`src/hw/rtl/ntm_pkg.sv`:
```
// Shared types and constants for the nearest track id matcher.
package ntm_pkg;

    localparam int unsigned POS_W    = 24;
    localparam int unsigned DIFF_W   = POS_W + 1;
    localparam int unsigned SQ_W     = 2 * DIFF_W;
    localparam int unsigned ID_W     = 32;
    localparam int unsigned RAD_W    = 49;
    localparam int unsigned S_DATA_W = 48;
    localparam int unsigned M_DATA_W = 32;
    localparam int unsigned M_USER_W = 2;

    localparam logic [RAD_W-1:0] RADIUS_SQ_RST = RAD_W'(42949673);
    localparam logic [ID_W-1:0]  NEW_ID_RST    = ID_W'(1000);

    localparam logic OP_DETECT = 1'b0;
    localparam logic OP_EOF    = 1'b1;

    typedef struct packed {
        logic [ID_W-1:0]  id;
        logic [POS_W-1:0] y;
        logic [POS_W-1:0] x;
    } t_entry;

    localparam int unsigned ENT_W = $bits(t_entry);

    typedef struct packed {
        logic            vld;
        logic            hit;
        logic [ID_W-1:0] id;
    } t_dist_res;

    typedef enum logic [1:0] {
        ST_IDLE,
        ST_SCAN,
        ST_DONE
    } t_state;

endpackage

```
`src/hw/rtl/ntm_dist.sv`:
```
// Three-stage squared-distance pipeline: difference, square, sum and compare.
module ntm_dist (
    input  logic                            i_clk,
    input  logic                            i_rst_n,
    input  logic                            i_flush,
    input  logic                            i_vld,
    input  logic signed [ntm_pkg::POS_W-1:0] i_px,
    input  logic signed [ntm_pkg::POS_W-1:0] i_py,
    input  ntm_pkg::t_entry                 i_entry,
    input  logic [ntm_pkg::RAD_W-1:0]       i_radius,
    output ntm_pkg::t_dist_res              o_res
);
    import ntm_pkg::*;

    logic                     r_a_vld;
    logic signed [DIFF_W-1:0] r_dx;
    logic signed [DIFF_W-1:0] r_dy;
    logic [ID_W-1:0]          r_a_id;

    logic                     r_b_vld;
    logic signed [SQ_W-1:0]   r_sqx;
    logic signed [SQ_W-1:0]   r_sqy;
    logic [ID_W-1:0]          r_b_id;

    logic                     r_c_vld;
    logic                     r_c_hit;
    logic [ID_W-1:0]          r_c_id;

    logic signed [DIFF_W-1:0] n_dx;
    logic signed [DIFF_W-1:0] n_dy;
    logic signed [SQ_W-1:0]   n_sqx;
    logic signed [SQ_W-1:0]   n_sqy;
    logic [RAD_W:0]           n_sum;

    assign n_dx  = DIFF_W'(i_px) - DIFF_W'($signed(i_entry.x));
    assign n_dy  = DIFF_W'(i_py) - DIFF_W'($signed(i_entry.y));
    assign n_sqx = r_dx * r_dx;
    assign n_sqy = r_dy * r_dy;
    assign n_sum = {1'b0, r_sqx[RAD_W-1:0]} + {1'b0, r_sqy[RAD_W-1:0]};

    always_ff @(posedge i_clk) begin
        if (!i_rst_n || i_flush) begin
            r_a_vld <= 1'b0;
            r_b_vld <= 1'b0;
            r_c_vld <= 1'b0;
        end else begin
            r_a_vld <= i_vld;
            r_b_vld <= r_a_vld;
            r_c_vld <= r_b_vld;
        end
    end

    always_ff @(posedge i_clk) begin
        r_dx    <= n_dx;
        r_dy    <= n_dy;
        r_a_id  <= i_entry.id;
        r_sqx   <= n_sqx;
        r_sqy   <= n_sqy;
        r_b_id  <= r_a_id;
        r_c_hit <= n_sum < {1'b0, i_radius};
        r_c_id  <= r_b_id;
    end

    assign o_res.vld = r_c_vld;
    assign o_res.hit = r_c_hit;
    assign o_res.id  = r_c_id;

endmodule

```
`config.mk`:
```
export PLATFORM = sky130hd
export DESIGN_NAME = ntm_dist
export DESIGN_NICKNAME = d
export VERILOG_FILES = /design/src/hw/rtl/ntm_pkg.sv /design/src/hw/rtl/ntm_dist.sv
export SDC_FILE = /design/constraint.sdc
export NUM_CORES = 2
export LEC_CHECK = 0
export BUFFER_PORTS_ARGS = -buffer_cell sky130_fd_sc_hd__buf_2
export CAP_MARGIN = 25
export CORE_ASPECT_RATIO = 1.1
export CORE_MARGIN = 2
export CORE_UTILIZATION = 35
export CTS_CLUSTER_DIAMETER = 50
export DETAILED_ROUTE_END_ITERATION = 10
export GPL_ROUTABILITY_DRIVEN = 0
export PLACE_DENSITY = 0.56
export SYNTH_ARGS = -nofsm -noshare
export SYNTH_HDL_FRONTEND = slang
export SYNTH_SLANG_ARGS = --single-unit
```
`constraint.sdc`:
```
create_clock -name i_clk -period 6.9 [get_ports i_clk]
set_clock_uncertainty 0.2 [all_clocks]
set_input_delay 0.69 -clock i_clk [delete_from_list [all_inputs] [get_ports i_clk]]
set_output_delay 0.69 -clock i_clk [all_outputs]
set_load 0.01 [all_outputs]
```
======== After elaboration in Yosys (flattened, before gate mapping) ========
Index checks and enable logic that the tools add are counted.
word-level totals
  bits of input ports ..................... 181
  flip-flop bits (word level) ............. 248
  output and inout bits ................... 34
  word-level logic and storage cells ...... 19
operators by class
  $mul .................................... 2
  $lt $le $gt $ge ......................... 1
  reduce and logical (&&, ||, !) cells .... 2
  $add $sub $neg .......................... 3
operators by type and width
  cell              count
  $mul 25x25->49    2
  $add 49x49->50    1
  $lt 50x49->1      1
  $sub 24x24->25    2
  $logic_not 1->1   1
  $logic_or 1x1->1  1

======== Longest topological paths before layout ========
  depth after elaboration ................. 2
  mapped depth ............................ 30
  gate-level depth less buffers ........... 29

======== Worst setup path after synthesis ========
OpenSTA, ideal clock, no wires.
  path kind ............................... flip-flop to flip-flop
  from .................................... register r_dy[24]
  to ...................................... register r_sqy[42]
  path buffers ............................ 3
  slack ................................... -0.546 ns
  cell stages (with the launch flop) ...... 29
  data arrival time ....................... 7.174 ns
  library setup time ...................... 0.072 ns
  required time ........................... 6.628 ns
  path through ............................ dfxtp_1 -> clkbuf_1 -> clkbuf_1 -> nand2_1 -> fa_1 -> inv_1 -> fa_1 -> inv_1 -> fa_1 -> inv_1 -> fa_1 -> fa_1 -> fa_1 -> inv_1 -> fa_1 -> inv_1 -> ha_1 -> clkbuf_1 -> a21o_1 -> a21o_1 -> a21o_1 -> a21o_1 -> a21o_1 -> a21oi_1 -> nor2_1 -> a211o_1 -> a211o_1 -> a31oi_1 -> xnor2_1
on the way
  cells in the longest elaborated chain, start to end .. 1
RTL lines
  item                    RTL line        source
  from (decl)             ntm_dist.sv:17  logic signed [DIFF_W-1:0] r_dy;
  from (signal assigned)  ntm_dist.sv:55  r_dy <= n_dy;
  $mul 25x25->49          ntm_dist.sv:38  assign n_sqy = r_dy * r_dy;
  via n_sqy[42]           ntm_dist.sv:32  logic signed [SQ_W-1:0] n_sqy;
  to (signal assigned)    ntm_dist.sv:58  r_sqy <= n_sqy;
  to (decl)               ntm_dist.sv:22  logic signed [SQ_W-1:0] r_sqy;
The timed path passes the listed nets, and every way through them passes these cells.
A chain may end at the register's enable or synchronous reset.

======== Worst setup path in the final report ========
  from .................................... register r_dy[0]
  to ...................................... register r_sqy[47]
The elaborated chain is that of the path after synthesis.

==> summary.txt <==
Outcome
  – Run status: complete, but fails checks
  – Failing checks: negative setup slack

Global route
  – GR Overflow Total: 0
  – Vias in the first global route: 41,900
  – First-pass GRT wire length: 212,000 um
  – Antenna violations before repair: 9
  – Largest net degree at the start of global routing: 26
  – Total GRT Usage: 18.2%

Final layout
  – Final Core Density: 43.9%
  – Final #Nets: 7,970
  – Layout overhead on the synthesized area: 24.7%
  – Layout cells sized above 1: 22.2%
  – Filler cells: between 10,000 and 15,000
  – Non-filler cells, final: 8,108
  – Design area: between 0.06 and 0.07 mm^2

Route
  – Drt total wl: around 130,000 um
  – Met3 WL: 4740 um
  – Highest Signal Layer: met5
  – Initial drt markers: 1,300
  – Detail Route Antenna Nets: 0
  – # DRC: 0
  – M1 wire length: about 51,000 um
  – Met2 Wirelength: between 60,000 and 70,000 um
  – Routed len/inst: 15.8 um
  – DR pass1 iterations: 5
  – Via density: approximately 4.6
  – Routed vias: ~37,000

Die
  – Die width: approximately 370 um
  – # rows: 146
  – Initial Util: between 30% and 40%
  – Core footprint: 0.144 mm^2
  – Die Y: 403 um
  – IO Count: around 220
  – Die area: between 0.1 and 0.15 mm^2

Logic synthesis
  – Average size of a mapped cell: 9.62 um^2
  – Sequential fraction of the synthesis area: approximately a tenth
  – Ys Warns: 0
  – Post-synthesis net count: around 7,000
  – EDFF count, synth: 0
  – Asr flop ratio synth: 0%
  – Mapped cell area: 0.0506 mm^2
  – Main flop type after synthesis: dfxtp_1
  – Yosys reg bits: 246
  – Synth Instances: 5,260
  – Netlist cell types: 62

Timing
  – Hold_ws: 0.108 ns
  – Post-route setup slack: -0.214 ns
  – Tightest Pin Transition: approximately 1.1 ns
  – Slew Limit Headroom: 28.7%
  – Max Freq: approximately 140 MHz
  – Tmin final: 7.11 ns
  – Final hold violations: 0
  – Setup violators final: 10
  – Fin crit share: 103%
  – RSZ-0062 raised after global routing: true
  – Slew Limit Fails: 0

Critical path
  – Slowest CP cell: dfxtp_1
  – Crit path max-delay family: adder cells
  – Reg2Reg Setup Slack: -0.21 ns
  – Worst-path fanout max: 8
  – Worst setup SP type: flip-flop
  – Crit path top cell by count: fa_1
  – WP depth: 26
  – WP buf/inv: 6
  – Critical path type: reg -> reg
  – Crit path largest cell delay: 0.70 ns
  – Reg2reg end: r_sqy[47]$_DFF_P_
  – Reg2Reg Depth: 26
  – Reg2reg start: r_dy[0]$_DFF_P_
  – Critical Path End Type: flip-flop
  – Required time worst endpoint: 7.25 ns
  – CP arrival: ~7.5 ns

Clock tree
  – Root Driver: clkbuf_16
  – Clock tree buffer depth: 3
  – Clk_lat worst skew: between 0.6 and 0.7 ns
  – H-tree Lvls: 2
  – CTS tree: done
  – CTS buffer count: 43
  – Clk sinks: 246
  – CTS clock-pin slew for the worst setup and hold paths: 0.05 ns

Min path
  – WHS Path Cells: 2
  – Hold path startpoint: i_vld
  – Hold endpoint: r_a_vld$_SDFF_PP0_
  – Hold/Removal Path Class: in -> reg

Placement
  – Buffers on Ports: between 200 and 250
  – DP Cell Count: approximately 7,900
  – Placed cell area: 0.0589 mm^2
  – Detail Placement HPWL: between 100,000 and 150,000 um

Run
  – Max-Cap Viols: 0
flip-flops by register name (all words and copies together) (netlist names):
signal / count
r_sqx: 48
r_b_vld: 1
r_c_vld: 1
r_dx: 25
r_c_id: 32
r_sqy: 48
r_b_id: 32
r_c_hit: 1
r_dy: 25
r_a_id: 32
r_a_vld: 1
cell usage after synthesis, types with 16 or more instances:
master    number  area [um^2]
inv_1       1511         5670
fa_1        1198        24000
ha_1         442         5530
nand2_1      406         1520
dfxtp_1      246         4920
and2_1       239         1500
nor2_1       173          649
xnor2_1      156         1370
a21oi_1      145          726
clkbuf_1     122          458
a21o_1        98          736
o21ai_0       85          425
nor2b_1       52          325
xor2_1        49          429
nand2b_1      38          238
o21a_1        35          263
nand3_1       31          155
nor3_1        27          135
o21bai_1      21          158
a31oi_1       20          125
a211oi_1      19          143
nand4_1       19          119
and3_1        16          100
routing by layer:
layer | vias up | track usage (%)
met5 | - | 0
met4 | 6 | 5.73
met3 | 241 | 1.98
met2 | 612 | 33.5
met1 | 18800 | 22.1
li1 | 17300 | -
how the worst max path moves through the flow:
stage / from / end / slack, ns
after floorplan: r_dy[13]$_DFF_P_ / r_sqy[42]$_DFF_P_ / -0.02
after global routing: r_dy[15]$_DFF_P_ / r_sqy[48]$_DFF_P_ / -0.40
after detailed placement: r_dy[20]$_DFF_P_ / r_sqy[48]$_DFF_P_ / -0.58
after global placement: r_dy[20]$_DFF_P_ / r_sqy[48]$_DFF_P_ / -0.45
after CTS: r_dy[15]$_DFF_P_ / r_sqy[42]$_DFF_P_ / -0.20
final: r_dy[0]$_DFF_P_ / r_sqy[47]$_DFF_P_ / -0.21
through the flow:
step | setup slack (ns) | TNS, ns
floorplan | -0.0207 | -0.0207
global placement | -0.453 | -8.71
detailed placement | -0.579 | -10.69
CTS | -0.204 | -1.21
global route | -0.397 | -6.01
finish | -0.214 | -1.03
layout make-up:
| type | instances | area [um^2] | area share (%) |
|---|---|---|---|
| clock buffer | 49 | 1150 | 1.82 |
| inverter | 1514 | 5710 | 9.05 |
| clock inverter | 30 | 360 | 0.571 |
| tap | 1924 | 2410 | 3.82 |
| sequential | 246 | 5040 | 7.99 |
| timing repair buffer | 971 | 7520 | 11.9 |
| antenna | 1 | 2.50 | 0.00397 |
| multi-input combinational | 3373 | 40900 | 64.8 |
layout by cell type (no fill, tap or decap), drive strengths merged, types with 35 or more instances in the layout:
cell	netlist	final
xnor2	156	156
xor2	49	49
nand2b	38	38
nor2	173	173
and2	239	239
a21oi	146	146
ha	442	442
a21o	98	98
clkbuf	122	49
nand2	406	406
dfxtp	246	246
fa	1198	1198
nor2b	52	52
inv	1511	1522
buf	5	939
o21ai	86	86
o21a	35	35
worst register-to-register path: stages, from the launching register on:
cell      delay, ns
dfxtp_1        0.70
buf_4          0.26
and2_1         0.18
ha_1           0.16
inv_1          0.07
fa_1           0.55
inv_2          0.04
fa_1           0.61
fa_1           0.49
fa_1           0.48
fa_1           0.54
inv_2          0.04
fa_2           0.53
inv_2          0.05
ha_4           0.25
a21oi_4        0.14
o21ai_4        0.08
a211oi_2       0.18
nand3_2        0.09
o211ai_1       0.19
buf_4          0.17
o31a_1         0.20
nor3_2         0.07
o41a_1         0.32
a21o_1         0.20
a21oi_2        0.14
xnor2_1        0.12
cell families (layout without fill, tap and decap cells):
kind of cell / after synthesis / count (layout) / synth area share [%]
buffers and inverters: 1641 / 2564 / 12.2
adders and majority gates: 1640 / 1640 / 58.4
and+or+nand+nor: 1030 / 1030 / 9.79
AOI/OAI and AO/OA: 496 / 496 / 6.35
DFF: 246 / 246 / 9.74
xor gates and xnor gates: 205 / 205 / 3.55
muxes: 2 / 2 / 0.0396
other: 0 / 1 / 0
timing repair:
action | in CTS | in global routing
pin swaps | 119 | 163
gates cloned | 1 | 0
setup endpoints to repair | 35 | 39
hold buffers | 32 | 0
setup buffers | 37 | 33
gates resized for setup | 233 | 252
hold endpoints to repair | 32 | 0
Power is left out: the tool's default activity adds up to more than one toggle a clock period on the data nets, which glitch-free logic cannot reach.
